[config.mk]
export PLATFORM = sky130hd
export DESIGN_NAME = permutation_order_finder
export DESIGN_NICKNAME = d
export VERILOG_FILES = /design/src/hdl/pof_pkg.sv /design/src/hdl/permutation_order_finder.sv /design/src/hdl/pof_ram.sv /design/src/hdl/pof_load.sv /design/src/hdl/pof_compose.sv
export VERILOG_INCLUDE_DIRS = /design/src /design/src/hdl
export SDC_FILE = /design/constraint.sdc
export NUM_CORES = 1
export LEC_CHECK = 0
export BUFFER_PORTS_ARGS = -buffer_cell sky130_fd_sc_hd__buf_2
export CORE_MARGIN = 5
export CORE_UTILIZATION = 45
export DETAILED_ROUTE_END_ITERATION = 10
export PLACE_DENSITY = 0.62
export SETUP_SLACK_MARGIN = 0.3
export SYNTH_ARGS = -nofsm -noshare
export SYNTH_HDL_FRONTEND = slang
export SYNTH_SLANG_ARGS = --single-unit
[constraint.sdc]
create_clock -name clk -period 3.8 [get_ports clk]
set_input_delay 0 -clock clk [delete_from_list [all_inputs] [get_ports clk]]
set_output_delay 0 -clock clk [all_outputs]
set_load 0.005 [all_outputs]
[src/hdl/assert_macros.svh]
// Assertion macros shared by the permutation order finder RTL.
`ifndef ASSERT_MACROS_SVH
`define ASSERT_MACROS_SVH

`ifndef SYNTHESIS
`define ASSERT_CLK(lbl, prop, msg) \
  lbl: assert property (@(posedge clk) disable iff (!rst_n) prop) else $error(msg);
`define ASSERT_NEVER(lbl, expr, msg) \
  `ASSERT_CLK(lbl, !(expr), msg)
`else
`define ASSERT_CLK(lbl, prop, msg)
`define ASSERT_NEVER(lbl, expr, msg)
`endif

`endif

[src/hdl/pof_pkg.sv]
// Shared constants, types and the factorial limit table of the order finder.
package pof_pkg;

  localparam int MAX_SIZE    = 16;
  localparam int VAL_W       = 5;
  localparam int IDX_W       = (MAX_SIZE > 1) ? $clog2(MAX_SIZE) : 1;
  localparam int CNT_W       = $clog2(MAX_SIZE + 1);
  localparam int CMP_W       = ((VAL_W > CNT_W) ? VAL_W : CNT_W) + 1;
  localparam int ORDER_W     = 16;
  localparam int STAT_W      = 2;
  localparam int IN_TDATA_W  = ((VAL_W + 7) / 8) * 8;
  localparam int OUT_TDATA_W = ((ORDER_W + STAT_W + 7) / 8) * 8;

  typedef enum logic [STAT_W-1:0] {
    STAT_OK        = 2'd0,
    STAT_BAD_INPUT = 2'd1,
    STAT_LIMIT     = 2'd2
  } stat_t;

  typedef enum logic [1:0] {
    S_LOAD,
    S_PASS,
    S_FINISH
  } state_t;

  // view of the permutation as it stands after the item being accepted
  typedef struct packed {
    logic [CNT_W-1:0] size;
    logic             bad;
    logic             ident;
  } load_sum_t;

  typedef struct packed {
    logic done;
    logic ident;
  } pass_sum_t;

  // n factorial, saturated at the top of the order range
  function automatic logic [ORDER_W-1:0] fact_cap(input logic [CNT_W-1:0] n);
    logic [ORDER_W-1:0] v;
    case (int'(n))
      0, 1:    v = ORDER_W'(1);
      2:       v = ORDER_W'(2);
      3:       v = ORDER_W'(6);
      4:       v = ORDER_W'(24);
      5:       v = ORDER_W'(120);
      6:       v = ORDER_W'(720);
      7:       v = ORDER_W'(5040);
      8:       v = ORDER_W'(40320);
      default: v = '1;
    endcase
    return v;
  endfunction

endpackage

[src/hdl/permutation_order_finder.sv]
// Permutation order finder: elements load at one per cycle into a RAM, and a
// copy into a power buffer RAM. The item with tlast ends the permutation; if
// an element was bad or the permutation is the identity, the result goes to
// the output register via the finish state. Otherwise the block runs
// composition passes over the power buffer, each of n gather steps for a size
// n through the two registered RAM reads plus pipeline drain, until the buffer
// is the identity. A map that is not a bijection runs until the count passes
// min(n!, 65535) and reports the limit status. Input is stalled from the last
// element until the result is in the output register.
module permutation_order_finder (
  input  logic                           clk,
  input  logic                           rst_n,
  input  logic                           in_tvalid,
  output logic                           in_tready,
  input  logic [pof_pkg::IN_TDATA_W-1:0]  in_tdata,   // [4:0] element_value
  input  logic                           in_tlast,   // is_last
  output logic                           out_tvalid,
  input  logic                           out_tready,
  output logic [pof_pkg::OUT_TDATA_W-1:0] out_tdata   // [15:0] order, [17:16] status
);
  import pof_pkg::*;

  `include "assert_macros.svh"

  state_t             state_r, state_nxt;
  logic [CNT_W-1:0]   size_r, size_nxt;
  logic [ORDER_W-1:0] order_r, order_nxt;
  logic [ORDER_W-1:0] limit_r, limit_nxt;
  stat_t              stat_r, stat_nxt;

  logic               out_tvalid_r;
  logic [ORDER_W-1:0] out_order_r;
  stat_t              out_status_r;
  logic               out_load;

  logic               in_acc;
  logic [VAL_W-1:0]   in_val;
  logic               cp_start;

  logic               ld_we;
  logic [IDX_W-1:0]   ld_addr;
  load_sum_t          ld_sum;

  logic [VAL_W-1:0]   buf_rdata, perm_rdata;
  logic [IDX_W-1:0]   buf_raddr, perm_raddr;
  logic               cp_we;
  logic [IDX_W-1:0]   cp_waddr;
  logic [VAL_W-1:0]   cp_wdata;
  pass_sum_t          pass;

  logic               buf_we;
  logic [IDX_W-1:0]   buf_waddr;
  logic [VAL_W-1:0]   buf_wdata;

  assign in_acc = in_tvalid & in_tready;
  assign in_val = in_tdata[VAL_W-1:0];

  pof_load u_load (
    .clk     (clk),
    .rst_n   (rst_n),
    .accept  (in_acc),
    .value   (in_val),
    .last    (in_tlast),
    .wr_en   (ld_we),
    .wr_addr (ld_addr),
    .sum     (ld_sum)
  );

  pof_ram #(.WIDTH(VAL_W), .DEPTH(MAX_SIZE)) u_perm_ram (
    .clk   (clk),
    .we    (ld_we),
    .waddr (ld_addr),
    .wdata (in_val),
    .raddr (perm_raddr),
    .rdata (perm_rdata)
  );

  // loading and composing never overlap, so the write port is shared
  always_comb begin
    buf_we    = ld_we | cp_we;
    buf_waddr = ld_we ? ld_addr : cp_waddr;
    buf_wdata = ld_we ? in_val : cp_wdata;
  end

  pof_ram #(.WIDTH(VAL_W), .DEPTH(MAX_SIZE)) u_buf_ram (
    .clk   (clk),
    .we    (buf_we),
    .waddr (buf_waddr),
    .wdata (buf_wdata),
    .raddr (buf_raddr),
    .rdata (buf_rdata)
  );

  pof_compose u_compose (
    .clk        (clk),
    .rst_n      (rst_n),
    .start      (cp_start),
    .size       (size_r),
    .buf_rdata  (buf_rdata),
    .perm_rdata (perm_rdata),
    .buf_raddr  (buf_raddr),
    .perm_raddr (perm_raddr),
    .buf_we     (cp_we),
    .buf_waddr  (cp_waddr),
    .buf_wdata  (cp_wdata),
    .pass       (pass)
  );

  always_comb begin
    state_nxt = state_r;
    size_nxt  = size_r;
    order_nxt = order_r;
    limit_nxt = limit_r;
    stat_nxt  = stat_r;
    cp_start  = 1'b0;
    in_tready = 1'b0;
    out_load  = 1'b0;
    case (state_r)
      S_LOAD: begin
        in_tready = 1'b1;
        if (in_tvalid && in_tlast) begin
          size_nxt  = ld_sum.size;
          limit_nxt = fact_cap(ld_sum.size);
          order_nxt = ORDER_W'(1);
          stat_nxt  = STAT_OK;
          if (ld_sum.bad) begin
            stat_nxt  = STAT_BAD_INPUT;
            order_nxt = '0;
            state_nxt = S_FINISH;
          end else if (ld_sum.ident) begin
            state_nxt = S_FINISH;
          end else begin
            cp_start  = 1'b1;
            state_nxt = S_PASS;
          end
        end
      end
      S_PASS: begin
        if (pass.done) begin
          // order+1 > limit, tested before the increment
          if (order_r >= limit_r) begin
            stat_nxt  = STAT_LIMIT;
            order_nxt = '0;
            state_nxt = S_FINISH;
          end else begin
            order_nxt = order_r + ORDER_W'(1);
            if (pass.ident) begin
              state_nxt = S_FINISH;
            end else begin
              cp_start = 1'b1;
            end
          end
        end
      end
      S_FINISH: begin
        if (!out_tvalid_r || out_tready) begin
          out_load  = 1'b1;
          state_nxt = S_LOAD;
        end
      end
      default: begin
        state_nxt = S_LOAD;
      end
    endcase
  end

  always_ff @(posedge clk) begin
    if (!rst_n) begin
      state_r      <= S_LOAD;
      out_tvalid_r <= 1'b0;
    end else begin
      state_r <= state_nxt;
      if (out_load) begin
        out_tvalid_r <= 1'b1;
      end else if (out_tready) begin
        out_tvalid_r <= 1'b0;
      end
    end
  end

  always_ff @(posedge clk) begin
    size_r  <= size_nxt;
    order_r <= order_nxt;
    limit_r <= limit_nxt;
    stat_r  <= stat_nxt;
    if (out_load) begin
      out_order_r  <= order_r;
      out_status_r <= stat_r;
    end
  end

  assign out_tvalid = out_tvalid_r;
  assign out_tdata  = OUT_TDATA_W'({out_status_r, out_order_r});

  `ASSERT_CLK(a_ok_order, out_tvalid_r && (out_status_r == STAT_OK) |-> out_order_r != '0, "ok result with zero order")
  `ASSERT_CLK(a_order_limit, (state_r == S_PASS) |-> order_r <= limit_r, "order ran past limit")
  `ASSERT_CLK(a_out_from_finish, $rose(out_tvalid_r) |-> $past(state_r == S_FINISH), "result not from finish")

endmodule

[src/hdl/pof_ram.sv]
// Generic simple dual-port RAM with one write port and a registered read port.
module pof_ram #(
  parameter int WIDTH = 8,
  parameter int DEPTH = 16
) (
  input  logic                                   clk,
  input  logic                                   we,
  input  logic [((DEPTH > 1) ? $clog2(DEPTH) : 1)-1:0] waddr,
  input  logic [WIDTH-1:0]                       wdata,
  input  logic [((DEPTH > 1) ? $clog2(DEPTH) : 1)-1:0] raddr,
  output logic [WIDTH-1:0]                       rdata
);

  logic [WIDTH-1:0] mem [DEPTH];

  always_ff @(posedge clk) begin
    if (we) begin
      mem[waddr] <= wdata;
    end
    rdata <= mem[raddr];
  end

endmodule

[src/hdl/pof_load.sv]
// Input side: element count, bad-input tracking and the running identity check.
module pof_load (
  input  logic                      clk,
  input  logic                      rst_n,
  input  logic                      accept,
  input  logic [pof_pkg::VAL_W-1:0] value,
  input  logic                      last,
  output logic                      wr_en,
  output logic [pof_pkg::IDX_W-1:0] wr_addr,
  output pof_pkg::load_sum_t        sum
);
  import pof_pkg::*;

  logic [CNT_W-1:0] count_r;
  logic             bad_r;
  logic [VAL_W-1:0] max_r;
  logic             ident_r;

  logic             full;
  logic [CNT_W-1:0] n_after;
  logic             bad_after;
  logic [VAL_W-1:0] max_after;
  logic             ident_after;

  always_comb begin
    full        = (count_r == CNT_W'(MAX_SIZE));
    n_after     = full ? count_r : count_r + CNT_W'(1);
    bad_after   = bad_r | full | (value == '0) | (CMP_W'(value) > CMP_W'(MAX_SIZE));
    max_after   = (!full && (value > max_r)) ? value : max_r;
    ident_after = ident_r & !full &
                  (CMP_W'(value) == (CMP_W'(count_r) + CMP_W'(1)));
    // an image above the final size is only known once the size is
    sum.size    = n_after;
    sum.bad     = bad_after | (CMP_W'(max_after) > CMP_W'(n_after));
    sum.ident   = ident_after;
    wr_en       = accept & !full;
    wr_addr     = IDX_W'(count_r);
  end

  always_ff @(posedge clk) begin
    if (!rst_n) begin
      count_r <= '0;
      bad_r   <= 1'b0;
      max_r   <= '0;
      ident_r <= 1'b1;
    end else if (accept) begin
      if (last) begin
        count_r <= '0;
        bad_r   <= 1'b0;
        max_r   <= '0;
        ident_r <= 1'b1;
      end else begin
        count_r <= n_after;
        bad_r   <= bad_after;
        max_r   <= max_after;
        ident_r <= ident_after;
      end
    end
  end

endmodule

[src/hdl/pof_compose.sv]
// One composition pass: buf[i] <= perm[buf[i]-1] over all positions, in place.
module pof_compose (
  input  logic                      clk,
  input  logic                      rst_n,
  input  logic                      start,
  input  logic [pof_pkg::CNT_W-1:0] size,
  input  logic [pof_pkg::VAL_W-1:0] buf_rdata,
  input  logic [pof_pkg::VAL_W-1:0] perm_rdata,
  output logic [pof_pkg::IDX_W-1:0] buf_raddr,
  output logic [pof_pkg::IDX_W-1:0] perm_raddr,
  output logic                      buf_we,
  output logic [pof_pkg::IDX_W-1:0] buf_waddr,
  output logic [pof_pkg::VAL_W-1:0] buf_wdata,
  output pof_pkg::pass_sum_t        pass
);
  import pof_pkg::*;

  `include "assert_macros.svh"

  logic             busy_r;
  logic [CNT_W-1:0] cnt_r;
  logic             s1_v_r;
  logic [IDX_W-1:0] s1_idx_r;
  logic             s2_v_r;
  logic [IDX_W-1:0] s2_idx_r;
  logic             ident_r;
  logic             done_r;

  logic             issue_last;
  logic             s2_last;
  logic             s2_match;

  // powers of one map commute, so P^(k+1)(i) = P(P^k(i)) lets the buffer update in place
  always_comb begin
    issue_last = (cnt_r == size - CNT_W'(1));
    s2_last    = (CNT_W'(s2_idx_r) == size - CNT_W'(1));
    s2_match   = (CMP_W'(perm_rdata) == (CMP_W'(s2_idx_r) + CMP_W'(1)));
    buf_raddr  = IDX_W'(cnt_r);
    perm_raddr = IDX_W'(buf_rdata - VAL_W'(1));
    buf_we     = s2_v_r;
    buf_waddr  = s2_idx_r;
    buf_wdata  = perm_rdata;
    pass.done  = done_r;
    pass.ident = ident_r;
  end

  always_ff @(posedge clk) begin
    if (!rst_n) begin
      busy_r  <= 1'b0;
      cnt_r   <= '0;
      s1_v_r  <= 1'b0;
      s2_v_r  <= 1'b0;
      ident_r <= 1'b1;
      done_r  <= 1'b0;
    end else begin
      s1_v_r <= busy_r;
      s2_v_r <= s1_v_r;
      done_r <= s2_v_r & s2_last;
      if (start) begin
        busy_r  <= 1'b1;
        cnt_r   <= '0;
        ident_r <= 1'b1;
      end else begin
        if (busy_r) begin
          cnt_r <= cnt_r + CNT_W'(1);
          if (issue_last) begin
            busy_r <= 1'b0;
          end
        end
        if (s2_v_r) begin
          ident_r <= ident_r & s2_match;
        end
      end
    end
  end

  always_ff @(posedge clk) begin
    s1_idx_r <= IDX_W'(cnt_r);
    s2_idx_r <= s1_idx_r;
  end

  `ASSERT_CLK(a_start_idle, start |-> !busy_r && !s1_v_r && !s2_v_r, "pass started while busy")
  `ASSERT_NEVER(a_rw_same, busy_r && s2_v_r && (s2_idx_r == IDX_W'(cnt_r)), "read and write hit one entry")
  `ASSERT_CLK(a_done_drained, done_r |-> !busy_r && !s1_v_r, "pass done before drain")

endmodule
==> reports/metrics.csv <==
metric;value;unit
ctsRootBufferMaster;clkbuf_16;
final.fill_count;1954;
die_area;26500;µm²
synth_area;10500;µm²
yosys_warnings;0;
wl_met1;9330;µm
grt_pass1_wl;34000;µm
cap_violations;0;
io_buffers;29;
relSlewSlack;0.276;
drtAntennaViolNets;0;
async_flop_share;0;
cellPowerDensity;540;nW/µm²
grt_pass1_vias;6023;
power_switching_share;0.233;
start_util;0.452;
ctsLongestPathBuffers;3;
die_w;163;µm
start_kind;register;
switching_power;0.00151;W
gp_congestion;0.841;
wl;21200;µm
cts_tree;yes;
core;23300;µm²
synth.top_cell.area_share;0.562;
internal-power;0.00497;W
rsz0062_at_grt;false;
synth.yosys.seq_area_share;0.642;
r2r_start;u_load.count_r[1]$_SDFFE_PN0P_;
layout.cells.non_filler;1103;
antenna_found_initial;0;
syn_area_per_cell;14.8;µm²
fin_crit_sh;0.841;
boundaryPins;39;
top_layer_used;met4;
min_path_cells;2;
drive_gt1_frac;0.196;
syn2layout_area_growth;14.0;%
clk-insertion-delay-late;0.52;ns
num_rows;56;
setup-violations-final;0;
h-tree-depth;1;
viasPerCell;5.32;
synth_top_cells_by_count;edfxtp_1, nor2_1, nand2_1;
grt.total_usage;0.163;
drc;0;
rr_worst_depth;13;
clock-sinks;239;
crit_path_end_kind;register;
synth.distinct_cells;59;
wl_met3;1130;µm
vias;5871;
clock_power_share;0.406;
n_antenna_cell;0;
min_period;3.20;ns
grt_overflow;0;
die_height;163;µm
reg2reg_slack;0.60;ns
cts_setup_buffers;0;
power.share.sequential;0.475;
min-delay-start;in_tdata[2];
fin_nets;815;
fin_skew;0.0114;ns
hold_viol;0;
combPwrFrac;0.119;
syn_inst;712;
outcome;complete, no violations;
synth_ff_type;edfxtp_1;
synth-edff-count;197;
numCtsBuffers;25;
peakVddDrop;0.000386;V
drv_slew;0;
place_inst;1050;
clk_pin_slew;0.06;ns
fmax;0.313;GHz
avgRoutedWirePerCell;19.3;µm
worst_slew_pin_slew;1.08;ns
worstHoldPathType;input pin to register;
hold_end;u_perm_ram.mem[7][2]$_DFFE_PP_;
wl_met2;10500;µm
finalSetupTns;0;ns
dr.pass1.iters;5;
reg2reg_to;u_compose.cnt_r[0]$_SDFFE_PP0P_;
yosysMostFrequentCell;edfxtp_1;
ys_ff_latch;239;
cp.arrival;3.60;ns
drt_iter0_markers;473;
path_max_fanout;7;
p_leak;4.19;nW
synth.area.top_cells;edfxtp_1, mux4_2, dfxtp_1;
dp.final_hpwl;14800;µm
cp.required;4.21;ns
crit_type;register to register;
grt_start_max_net_pins;24;
yosysTopAreaCell;edfxtp_1;
-- final cells by class --
type                    instances  area, µm²  share of cell area
multi-input cells             408       3460               0.288
clock buffers                  34        703              0.0586
flip-flops and latches        239       6760               0.563
repair buffers                 52        335              0.0279
inverters                      39        146              0.0122
well taps                     319        399              0.0333
clock inverters                12        199              0.0166
-- cells by family after synthesis --
group / Yosys count / share of synthesized area
buf+inv: 70 / 0.0320
xor+xnor: 42 / 0.0364
compound gates: 86 / 0.0517
fa+ha+maj: 37 / 0.0440
simple gates: 185 / 0.0898
flops: 239 / 0.642
other cells: 1 / 0.000356
mux: 52 / 0.103
-- flip-flops by register name, indices dropped and copies added (netlist names), 2 cells and up --
signal / cells
u_compose.buf_waddr: 4
u_load.count_r: 5
out_order_r: 16
state_r: 2
stat_r: 2
u_buf_ram.rdata: 4
order_r: 16
size_r: 5
u_buf_ram.mem: 64
u_perm_ram.rdata: 5
u_load.max_r: 5
u_compose.s1_idx_r: 4
limit_r: 12
u_perm_ram.mem: 80
out_status_r: 2
u_compose.cnt_r: 5
-- metal layers --
layer	track usage	vias to the layer above
met4	0.0358	0
met3	0.0268	28
li1	-	2775
met5	0	-
met2	0.271	147
met1	0.229	2921
-- critical path, cell delays in order, from the launching register on --
cell and delay, ns:
dfxtp_1 0.31, inv_1 0.15, ha_1 0.32, nand4bb_1 0.30
nor2_1 0.18, a21o_1 0.26, inv_1 0.17, ha_1 0.34
nor2b_1 0.13, o211ai_1 0.15, a21oi_1 0.13, nor3_4 0.31
a31o_4 0.26, nor3b_2 0.06
-- what timing repair did --
| action | CTS | global route |
|---|---|---|
| hold endpoints to repair | 47 | 0 |
| resized for setup | 0 | 3 |
| endpoints found under the setup margin | 0 | 11 |
| hold buffers | 7 | 0 |
-- power by group through the flow --
stage / sequential [W] / combinational, W / clock (W)
3_3_place_gp: 0.00313 / 0.000748 / 0
3_5_place_dp: 0.00314 / 0.000772 / 0
4_1_cts: 0.00308 / 0.000784 / 0.00268
2_1_floorplan: 0.00310 / 0.000538 / 0
6_report: 0.00308 / 0.000770 / 0.00263
5_1_grt: 0.00309 / 0.000846 / 0.00280
-- per-stage QoR --
stage               worst slack, ns  instance area, µm²   util  power [W]  hold slack [ns]
global route                  0.363               12000  0.516    0.00674           0.0123
floorplan                     0.745               10500      -    0.00363           0.0989
detailed placement            0.340               11000  0.473    0.00391            0.312
CTS                           0.330               12000  0.515    0.00654          0.00562
finish                        0.603               12000  0.516    0.00648           0.0167
global placement              0.463               11000  0.473    0.00388            0.310
-- layout by cell type (no fill, tap or decap), drive strengths merged, types with 15 or more instances in the layout --
cell type	n
ha	37
nand3	15
xor2	16
clkbuf	34
and2	19
nor2	55
mux4	45
o21ai	20
buf	45
a21oi	26
dfxtp	42
edfxtp	197
xnor2	26
inv	42
nand2	46
-- worst max path at each step --
stage	cells past startpoint	to	from	slack, ns
after floorplan	15	u_compose.cnt_r[0]$_SDFFE_PP0P_	u_load.count_r[0]$_SDFFE_PN0P_	0.75
after global placement	13	u_compose.cnt_r[1]$_SDFFE_PP0P_	u_load.count_r[0]$_SDFFE_PN0P_	0.46
after detailed placement	13	u_compose.cnt_r[0]$_SDFFE_PP0P_	u_load.count_r[1]$_SDFFE_PN0P_	0.34
after CTS	13	u_compose.cnt_r[1]$_SDFFE_PP0P_	u_load.count_r[1]$_SDFFE_PN0P_	0.33
after global routing	13	u_compose.cnt_r[2]$_SDFFE_PP0P_	u_load.max_r[1]$_SDFFE_PN0P_	0.36
final	13	u_compose.cnt_r[0]$_SDFFE_PP0P_	u_load.count_r[1]$_SDFFE_PN0P_	0.60
No activity file was read; power rests on OpenSTA's default activity.
